$ cat src/rtl/assert_macros.svh
// Assertion macros shared by the RTL; they expand to nothing under synthesis.
`ifndef ASSERT_MACROS_SVH
`define ASSERT_MACROS_SVH
`ifndef SYNTHESIS
`define ASSERT_SAME(label, clk, rst_n, ante, cons) \
	label: assert property (@(posedge clk) disable iff (!rst_n) (ante) |-> (cons)) \
		else $error("assertion failed in the same cycle");
`define ASSERT_NEXT(label, clk, rst_n, ante, cons) \
	label: assert property (@(posedge clk) disable iff (!rst_n) (ante) |=> (cons)) \
		else $error("assertion failed in the next cycle");
`else
`define ASSERT_SAME(label, clk, rst_n, ante, cons)
`define ASSERT_NEXT(label, clk, rst_n, ante, cons)
`endif
`endif

$ cat src/rtl/ksmt_pkg.sv
// Shared widths, types and helpers of the multiplication-table rank search.
package ksmt_pkg;
	localparam int SIDE_W = 20;
	localparam int RANK_W = 39;
	localparam int PROD_W = 40;
	localparam logic [SIDE_W-1:0] MAX_SIDE = 20'd524288;

	typedef struct packed {
		logic load;
		logic setup;
		logic round;
		logic step;
		logic decide;
		logic emit;
	} ksmt_cmd_t;

	typedef struct packed {
		logic walk_done;
		logic search_open;
		logic count_ge;
	} ksmt_sts_t;

	function automatic logic [SIDE_W-1:0] side_clamp(input logic [SIDE_W-1:0] s);
		logic [SIDE_W-1:0] r;
		r = s;
		if (s == '0) begin
			r = SIDE_W'(1);
		end else if (s > MAX_SIDE) begin
			r = MAX_SIDE;
		end
		return r;
	endfunction
endpackage

$ cat src/rtl/ksmt_dp.sv
// Datapath: query registers, search bounds, staircase counting walk, result register.
module ksmt_dp import ksmt_pkg::*; (
	input  logic              clk,
	input  logic [SIDE_W-1:0] rows,
	input  logic [SIDE_W-1:0] cols,
	input  logic [RANK_W-1:0] rank,
	input  ksmt_cmd_t         cmd,
	output ksmt_sts_t         sts,
	output logic [RANK_W-1:0] value
);
	logic [SIDE_W-1:0]   nr_q, nc_q, i_q, j_q;
	logic [RANK_W-1:0]   want_q, lo_q, hi_q, mid_q, total_q, value_q;
	logic [PROD_W-1:0]   p_q;
	logic [2*SIDE_W-1:0] prod;
	logic                over;

	assign prod = (2*SIDE_W)'(nr_q) * (2*SIDE_W)'(nc_q);
	// i*j above the candidate: step the column back
	assign over = p_q > {1'b0, mid_q};

	assign sts.count_ge    = total_q >= want_q;
	assign sts.walk_done   = (i_q > nr_q) || (j_q == '0) || sts.count_ge;
	assign sts.search_open = hi_q > lo_q;
	assign value           = value_q;

	always_ff @(posedge clk) begin
		if (cmd.load) begin
			nr_q   <= side_clamp(rows);
			nc_q   <= side_clamp(cols);
			want_q <= rank;
		end
		if (cmd.setup) begin
			lo_q <= RANK_W'(1);
			hi_q <= RANK_W'(prod);
		end
		if (cmd.round) begin
			mid_q   <= lo_q + ((hi_q - lo_q) >> 1);
			i_q     <= SIDE_W'(1);
			j_q     <= nc_q;
			p_q     <= PROD_W'(nc_q);
			total_q <= '0;
		end
		if (cmd.step) begin
			if (over) begin
				j_q <= j_q - SIDE_W'(1);
				p_q <= p_q - PROD_W'(i_q);
			end else begin
				total_q <= total_q + RANK_W'(j_q);
				i_q     <= i_q + SIDE_W'(1);
				p_q     <= p_q + PROD_W'(j_q);
			end
		end
		if (cmd.decide) begin
			if (sts.count_ge) begin
				hi_q <= mid_q;
			end else begin
				lo_q <= mid_q + RANK_W'(1);
			end
		end
		if (cmd.emit) begin
			value_q <= lo_q;
		end
	end
endmodule

$ cat src/rtl/ksmt_ctrl.sv
// Controller: sequences setup, search rounds and counting walk; owns both handshakes.
module ksmt_ctrl import ksmt_pkg::*; (
	input  logic      clk,
	input  logic      arst_n,
	input  logic      in_valid,
	output logic      in_ready,
	output logic      out_valid,
	input  logic      out_ready,
	input  ksmt_sts_t sts,
	output ksmt_cmd_t cmd
);
	localparam logic [2:0] S_IDLE   = 3'd0;
	localparam logic [2:0] S_SETUP  = 3'd1;
	localparam logic [2:0] S_CHECK  = 3'd2;
	localparam logic [2:0] S_ROUND  = 3'd3;
	localparam logic [2:0] S_WALK   = 3'd4;
	localparam logic [2:0] S_DECIDE = 3'd5;
	localparam logic [2:0] S_EMIT   = 3'd6;

	logic [2:0] state_q, state_d;
	logic       out_valid_q;
	logic       out_free;

	assign in_ready  = state_q == S_IDLE;
	assign out_valid = out_valid_q;
	assign out_free  = !out_valid_q || out_ready;

	always_comb begin
		state_d = state_q;
		cmd     = '0;
		unique case (state_q)
			S_IDLE: begin
				if (in_valid) begin
					cmd.load = 1'b1;
					state_d  = S_SETUP;
				end
			end
			S_SETUP: begin
				cmd.setup = 1'b1;
				state_d   = S_CHECK;
			end
			S_CHECK: begin
				state_d = sts.search_open ? S_ROUND : S_EMIT;
			end
			S_ROUND: begin
				cmd.round = 1'b1;
				state_d   = S_WALK;
			end
			S_WALK: begin
				if (sts.walk_done) begin
					state_d = S_DECIDE;
				end else begin
					cmd.step = 1'b1;
				end
			end
			S_DECIDE: begin
				cmd.decide = 1'b1;
				state_d    = S_CHECK;
			end
			S_EMIT: begin
				if (out_free) begin
					cmd.emit = 1'b1;
					state_d  = S_IDLE;
				end
			end
			default: begin
				state_d = S_IDLE;
			end
		endcase
	end

	always_ff @(posedge clk or negedge arst_n) begin
		if (!arst_n) begin
			state_q     <= S_IDLE;
			out_valid_q <= 1'b0;
		end else begin
			state_q <= state_d;
			priority if (cmd.emit) begin
				out_valid_q <= 1'b1;
			end else if (out_ready) begin
				out_valid_q <= 1'b0;
			end
		end
	end
endmodule

$ cat src/rtl/kth_smallest_mult_table.sv
// Top level of the multiplication-table rank search block.
//
// Usage: a query (rows, cols, rank) transfers on the input channel when
// in_valid and in_ready are both high; one result (value) transfers on the
// output channel when out_valid and out_ready are both high. value is the
// rank-th smallest entry of the rows-by-cols multiplication table. Sides of
// zero count as one, sides above MAX_SIDE count as MAX_SIDE, and a rank
// beyond the table gives rows*cols.
// The block binary-searches the value range 1..rows*cols. Each round counts
// the entries not above the candidate with a staircase walk over the table:
// each step either moves down a row or steps back a column, and the walk
// stops early once the count reaches the rank. A query runs at most R rounds,
// where R <= ceil(log2(rows*cols)) <= 38; the walk sets the rate.
// One query is in flight at a time; in_ready rises again as soon as the
// result moves to the output register, so a new query may transfer while
// the previous result still waits for the receiver.
// A stalled receiver holds the result and valid; the block finishes its
// next search and then waits until the output register frees up.
// Reset (arst_n low) drops any query in flight and any held result.
module kth_smallest_mult_table import ksmt_pkg::*; (
	input  logic              clk,
	input  logic              arst_n,
	input  logic              in_valid,
	output logic              in_ready,
	input  logic [SIDE_W-1:0] rows,
	input  logic [SIDE_W-1:0] cols,
	input  logic [RANK_W-1:0] rank,
	output logic              out_valid,
	input  logic              out_ready,
	output logic [RANK_W-1:0] value
);
	`include "assert_macros.svh"

	ksmt_cmd_t cmd;
	ksmt_sts_t sts;

	// Sequence the search and own both handshakes
	ksmt_ctrl u_ctrl (
		.clk       (clk),
		.arst_n    (arst_n),
		.in_valid  (in_valid),
		.in_ready  (in_ready),
		.out_valid (out_valid),
		.out_ready (out_ready),
		.sts       (sts),
		.cmd       (cmd)
	);

	// Hold the query, bounds, walk counters and result register
	ksmt_dp u_dp (
		.clk   (clk),
		.rows  (rows),
		.cols  (cols),
		.rank  (rank),
		.cmd   (cmd),
		.sts   (sts),
		.value (value)
	);

	// A transfer in makes the block busy at once
	`ASSERT_NEXT(a_busy_after_accept, clk, arst_n, in_valid && in_ready, !in_ready)
	// Never overwrite a result the receiver has not taken
	`ASSERT_SAME(a_emit_into_free, clk, arst_n, cmd.emit, !out_valid || out_ready)
	// The lower bound starts at one, so every result is at least one
	`ASSERT_SAME(a_value_nonzero, clk, arst_n, out_valid, value != '0)
endmodule
$ cat config.mk
export PLATFORM = sky130hd
export DESIGN_NAME = kth_smallest_mult_table
export DESIGN_NICKNAME = d
export VERILOG_FILES = /design/src/rtl/ksmt_pkg.sv /design/src/rtl/ksmt_dp.sv /design/src/rtl/ksmt_ctrl.sv /design/src/rtl/kth_smallest_mult_table.sv
export VERILOG_INCLUDE_DIRS = /design/src /design/src/rtl
export SDC_FILE = /design/constraint.sdc
export NUM_CORES = 2
export LEC_CHECK = 0
export ABC_AREA = 0
export BUFFER_PORTS_ARGS = -buffer_cell sky130_fd_sc_hd__buf_2
export CORE_ASPECT_RATIO = 1.4
export CORE_MARGIN = 8
export CORE_UTILIZATION = 50
export DETAILED_ROUTE_END_ITERATION = 8
export GPL_TIMING_DRIVEN = 0
export PLACE_DENSITY_LB_ADDON = 0.08
export SYNTH_ARGS = -nofsm -noshare
export SYNTH_HDL_FRONTEND = slang
export SYNTH_SLANG_ARGS = --single-unit
$ cat constraint.sdc
create_clock -name clk -period 7.5 [get_ports clk]
set_input_delay 1.5 -clock clk [delete_from_list [all_inputs] [get_ports clk]]
set_output_delay 1.5 -clock clk [all_outputs]
set_load 0.05 [all_outputs]
After elaboration in Yosys (flattened, before gate mapping)

Index checks and enable logic that the tools add are counted.

Bitwise gates (word level): 0
Divide/modulo/power cells: 0
Magnitude comparators: 6
Reduce and logical (&&, ||, !) cells: 14
Multiplexer cells: 36
Add/sub/neg operators: 8
Shift operators: 0
Multipliers: 1
Equality and inequality tests: 9

Operators with widths:

| cell                                                                  | count |
|---|---|
| 39-bit two-way mux                                                    | 9 |
| 20-bit two-way mux                                                    | 8 |
| 40-bit two-way mux                                                    | 3 |
| 20-bit zero test                                                      | 3 |
| 40-bit by 20-bit adder with 40-bit output                             | 1 |
| 20-bit > comparator (second input constant)                           | 2 |
| 40-bit by 39-bit > comparator with 1-bit output                       | 1 |
| 40-bit by 20-bit subtractor with 40-bit output                        | 1 |
| 39-bit by 1-bit adder with 39-bit output (second input constant)      | 1 |
| 39-bit by 20-bit adder with 39-bit output                             | 1 |
| 39-bit by 38-bit adder with 39-bit output                             | 1 |
| 39-bit greater-or-equal comparator                                    | 1 |
| 39-bit > comparator                                                   | 1 |
| 20-bit by 20-bit multiplier with 39-bit output                        | 1 |
| 39-bit subtractor                                                     | 1 |
| 20-bit by 1-bit adder with 20-bit output (second input constant)      | 1 |
| 20-bit > comparator                                                   | 1 |
| 20-bit by 1-bit subtractor with 20-bit output (second input constant) | 1 |
| 3-bit one-hot mux with 6 select lines                                 | 1 |
| 3-bit two-way mux                                                     | 4 |
| 1-bit two-way mux                                                     | 11 |
| 3-bit == test (second input constant)                                 | 3 |
| 3-bit by 2-bit == test with 1-bit output (second input constant)      | 2 |
| 2-bit OR reduction                                                    | 3 |
| 8 further kinds                                                       | 12 |

ROM bits: 0
Input port bits: 83
Bits in latches: 0
Memories: 0
Register bits after elaboration: 358
RAM bits: 0

Logic depth before layout (Yosys ltp)

Word-level depth: 6
Gate-level depth with buffers: 27
Gate-level depth less buffers: 26

Cells and area by module

From an unflattened synthesis, not the netlist that was laid out.

Cells, all modules: 4098
Area, all modules: 37126.9 µm²

By module, submodules not included:

| module    | sequential area each (µm²) | cells each | area an instance (µm²) | times used |
|---|---|---|---|---|
| ksmt_dp   | 9058.7                     | 4071       | 36872.9                | 1 |
| ksmt_ctrl | 100.1                      | 27         | 254.0                  | 1 |

Worst setup path before layout

OpenSTA, ideal clock, no wires.

Path kind: register -> register
Start point: register u_dp.nc_q[4]
End point: register u_dp.hi_q[32]
Buffers on the path: 1
Data arrival time: 6.716 ns
Setup time: 0.074 ns
Required time: 7.426 ns
Stages on the path, launching flop included: 27
Path slack: 0.710 ns
Cells stage by stage: edfxtp_1 > buf_1 > and2_1 > fa_1 > fa_1 > inv_1 > fa_1 > inv_1 > fa_1 > inv_1 > fa_1 > inv_1 > fa_1 > inv_1 > fa_1 > inv_1 > ha_1 > a21oi_1 > o21bai_1 > a41oi_1 > a31oi_1 > o41a_1 > a41o_1 > o41ai_2 > xnor2_1 > nand2_1 > a31oi_1

Word-level cells in the longest chain between the ends: 4

RTL lines:

| item                                             | line          | text |
|---|---|---|
| from (decl)                                      | ksmt_dp.sv:11 | `logic [SIDE_W-1:0] nr_q, nc_q, i_q, j_q;` |
| from (signal assigned)                           | ksmt_dp.sv:29 | `nc_q <= side_clamp(cols);` |
| 20-bit by 20-bit multiplier with 39-bit output * | ksmt_dp.sv:17 | `assign prod = (2*SIDE_W)'(nr_q) * (2*SIDE_W)'(nc_q);` |
| 39-bit two-way mux *                             | ksmt_dp.sv:32 | `if (cmd.setup) begin` |
| 39-bit two-way mux                               | ksmt_dp.sv:54 | `if (sts.count_ge) begin` |
| 39-bit two-way mux *                             | ksmt_dp.sv:53 | `if (cmd.decide) begin` |
| to (signal assigned)                             | ksmt_dp.sv:34 | `hi_q <= RANK_W'(prod);` |
| to (signal assigned)                             | ksmt_dp.sv:55 | `hi_q <= mid_q;` |
| to (decl)                                        | ksmt_dp.sv:12 | `logic [RANK_W-1:0] want_q, lo_q, hi_q, mid_q, total_q, value_q;` |

Every way passes the cells marked *; elsewhere a longest branch is shown, timed or not.
A chain may end at the register's enable or synchronous reset.

Worst setup path after layout

Start point: register u_dp.nc_q[10]
End point: register u_dp.hi_q[29]

The elaborated chain is that of the path after synthesis.

==> impl_metrics.csv <==
group,metric,value,unit
clock_network,cts.sinks,358,
setup_path,required,8.03,ns
power_and_ir_drop,netSwitchingFraction,0.226,
yosys,synth.avg_cell_area,9.03,µm²
floorplan,die_w,246,µm
routing,detail_route.vias_per_cell,5.67,
power_and_ir_drop,pwr-share-comb,0.008,
routing,antenna_left,0,
power_and_ir_drop,power_density,102,mW/mm²
timing,max_freq,137,MHz
floorplan,rows,118,
layout,diodes,0,
clock_network,clkTransAtPathRegs,0.07,ns
power_and_ir_drop,clkPwrFrac,0.497,
routing,dr_total_vias,29900,
routing,wire_per_inst,22.0,µm
floorplan,start_util,0.502,
clock_network,cts-root-buf,"clkbuf_16",
global_routing,grt_pass1_wl,179000,µm
floorplan,core_region_area,0.0737,mm²
power_and_ir_drop,power,4.16,mW
setup_path,worstSetupStartpointType,"flop",
placement,gp_congestion,0.993,
layout,nNetsFinal,5068,
yosys,synth_fp_nets,4887,
power_and_ir_drop,cellLeakagePower,19.4,nW
timing,min_period,7.31,ns
timing,slew_headroom,0.289,
layout,final_cells,5271,
timing,finalMaxSlewViolations,0,
yosys,yosysTopAreaCellShare,0.175,
setup_path,crit_type,"reg2reg",
placement,place.detailed.hpwl,92900,µm
global_routing,grt_antenna_before_repair,2,
global_routing,grt_max_degree,70,
yosys,async_flop_share,0.0112,
min_path,worstHoldPathType,"reg2reg",
yosys,synth_flop_cell,"edfxtp_1",
routing,first_pass_iters,5,
global_routing,use_met2,0.493,
timing,worst_slew_pin_slew,1.06,ns
global_routing,met1_usage,0.332,
clock_network,cts_tree,"done",
global_routing,grt.busiest_layer,"met2",
global_routing,grt_pass1_vias,30900,
run_status,status,"finished, final reports clean",
power_and_ir_drop,p_int,3.22,mW
routing,post-route-drc-count,0,
yosys,syn_area,0.0370,mm²
yosys,synthesis.instances,4097,
setup_path,cp-end-kind,"flop",
placement,placed_area,0.0389,mm²
clock_network,ctsHoldBuffers,0,
layout,most-common-layout-cells,"564 x inv_1, 413 x nand2_1, 376 x ha_1, 323 x fa_1, 246 x and2_1",
yosys,seq_area_frac_synth,0.248,
yosys,synth.top_cells.by_area,"fa_1 17%, edfxtp_1 16%, ha_1 13%, dfxtp_1 8.5%, inv_1 5.7%",
floorplan,dieArea,0.0831,mm²
setup_path,cp.arrival,7.83,ns
layout,final_common_cell,"inv_1",
timing,finalSetupViolCount,0,
global_routing,track_usage,0.280,
timing,rsz0062_at_grt,"true",
clock_network,htreeDepth,2,
timing,hold-worst-slack,0.480,ns
routing,wl,116000,µm
layout,drive_gt1_frac,0.0912,
power_and_ir_drop,vdd_drop_max,0.000143,V
timing,finClkSkew,0.0403,ns
routing,drt_iter0_markers,1845,
power_and_ir_drop,p_seq_frac,0.494,
power_and_ir_drop,p_switching,941,µW
yosys,synth_edf_count,197,
placement,dpl.cell_count,5181,
layout,area_growth,10.3,%
yosys,yosysUniqueCellTypes,98,
timing,finalCritPeriodShare,0.974,
floorplan,ios,124,
clock_network,clkLatencyLatePin,0.61,ns
yosys,synth_top_area_cell,"fa_1",
layout,final_util,0.554,
yosys,ys_warn_count,0,
placement,port_buffers,121,
setup_path,critPathMaxFanout,10,
layout,design_area,0.0408,mm²
timing,hold_violations,0,
yosys,ys_ff_latch,358,
global_routing,grt_use_met3,0.0389,
floorplan,die_h,338,µm
clock_network,clockBufferDepth,3,
global_routing,grt-ovfl-total,0,
flow_run,drv_cap,0,
clock_network,cts_buffers,41,
layout,nFillCells,6867,
[cell type report]
cell class / instances / area, µm² / area share
repair buffers: 141 / 808 / 0.0198
multi-input cells: 2993 / 25300 / 0.619
clock inverters: 27 / 272 / 0.00665
well taps: 960 / 1200 / 0.0294
flip-flops and latches: 358 / 9160 / 0.224
inverters: 565 / 2120 / 0.0520
plain buffers: 178 / 896 / 0.0219
clock buffers: 49 / 1100 / 0.0269
[power groups by stage]
stage	clock network [mW]	registers, mW	logic (mW)
after floorplan	0	2.10	0.0104
after global placement	0	2.10	0.0353
after detailed placement	0	2.10	0.0357
after CTS	2.12	2.05	0.0358
after global routing	2.18	2.05	0.0392
final	2.07	2.05	0.0349
[final timing paths]
kind | from | endpoint | slack, ns | cells after the start
worst max-delay path | u_dp.nc_q[10]$_SDFFCE_PP0P_ | u_dp.hi_q[29]$_DFF_P_ | 0.19 | 24
worst min-delay path | u_dp.hi_q[0]$_DFF_P_ | u_dp.hi_q[0]$_DFF_P_ | 0.48 | 2
worst max register to register | u_dp.nc_q[10]$_SDFFCE_PP0P_ | u_dp.hi_q[29]$_DFF_P_ | 0.19 | 24
worst min register to register | u_dp.hi_q[0]$_DFF_P_ | u_dp.hi_q[0]$_DFF_P_ | 0.48 | 2
max in group asynchronous | arst_n | u_ctrl.state_q[2]$_DFFE_PN0P_ | 6.67 | 1
min in group asynchronous | arst_n | u_ctrl.state_q[1]$_DFFE_PN0P_ | 0.70 | 1
[per-layer routing]
layer	up-vias	wire [µm]
li1	14200	-
met1	14500	46200
met2	869	57400
met3	272	6050
met4	4	6420
met5	-	26
[critical path, stage by stage, from the launching register on]
cell and delay (ns):
edfxtp_1 0.46, clkbuf_2 0.33, and2_1 0.25, fa_1 0.54, inv_1 0.06, fa_1 0.49, fa_1 0.51, inv_1 0.05
fa_1 0.46, fa_1 0.52, fa_1 0.55, inv_1 0.05, fa_1 0.54, inv_1 0.05, ha_2 0.32, a21oi_2 0.22
o21ai_0 0.14, a21oi_2 0.22, nor4_2 0.07, o31a_1 0.36, or3_4 0.38, a21oi_2 0.16, xnor2_1 0.15, nand2_1 0.12
a31oi_1 0.19
[synth_stat cells (8+ instances only)]
cell and instances:
a211oi_1 24, a21o_1 88, a21oi_1 211, a221oi_1 8, a31oi_1 33, and2_1 247
and3_1 27, buf_1 10, buf_2 15, clkbuf_1 149, dfxtp_1 157, edfxtp_1 197
fa_1 323, ha_1 384, inv_1 565, mux2i_1 45, nand2_1 415, nand2b_1 22
nand3_1 102, nand3b_1 8, nand4_1 47, nor2_1 175, nor2b_1 40, nor3_1 56
nor3b_1 12, nor4_1 35, o211a_1 11, o211ai_1 19, o21a_1 23, o21ai_0 173
o21bai_1 30, o22ai_1 11, o2bb2ai_1 28, o31ai_1 14, or2_2 10, or3_1 13
or4_1 8, xnor2_1 145, xor2_1 69
[state kept, by name, indices dropped and copies added, names as in the netlist]
register          cells
u_dp.nr_q            20
u_dp.lo_q            39
u_ctrl.state_q        3
u_dp.value           39
u_ctrl.out_valid      1
u_dp.nc_q            20
u_dp.total_q         39
u_dp.j_q             20
u_dp.mid_q           39
u_dp.i_q             20
u_dp.hi_q            39
u_dp.p_q             40
u_dp.want_q          39
[repair_timing]
item                                    in CTS  in global routing
gates cloned                                 0                  0
pin swaps                                   18                 22
gates resized for setup                    115                 37
endpoints found under the setup margin      23                 27
buffers inserted                            17                  0
[kinds of logic after synthesis]
| kind of cell | synth area share |
|---|---|
| xor gates and xnor gates | 0.0507 |
| buffers and inverters | 0.0771 |
| DFF | 0.248 |
| AOI/OAI and AO/OA | 0.136 |
| and+or+nand+nor | 0.170 |
| adders and majority gates | 0.305 |
| muxes | 0.0143 |
[metrics by stage]
stage               setup slack (ns)  TNS (ns)
floorplan                      0.710         0
global placement              -0.736     -7.03
detailed placement            -0.739     -7.18
CTS                         -0.00867  -0.00867
global route                 -0.0559    -0.209
finish                         0.194         0
Power figures use the tool's default switching activity.
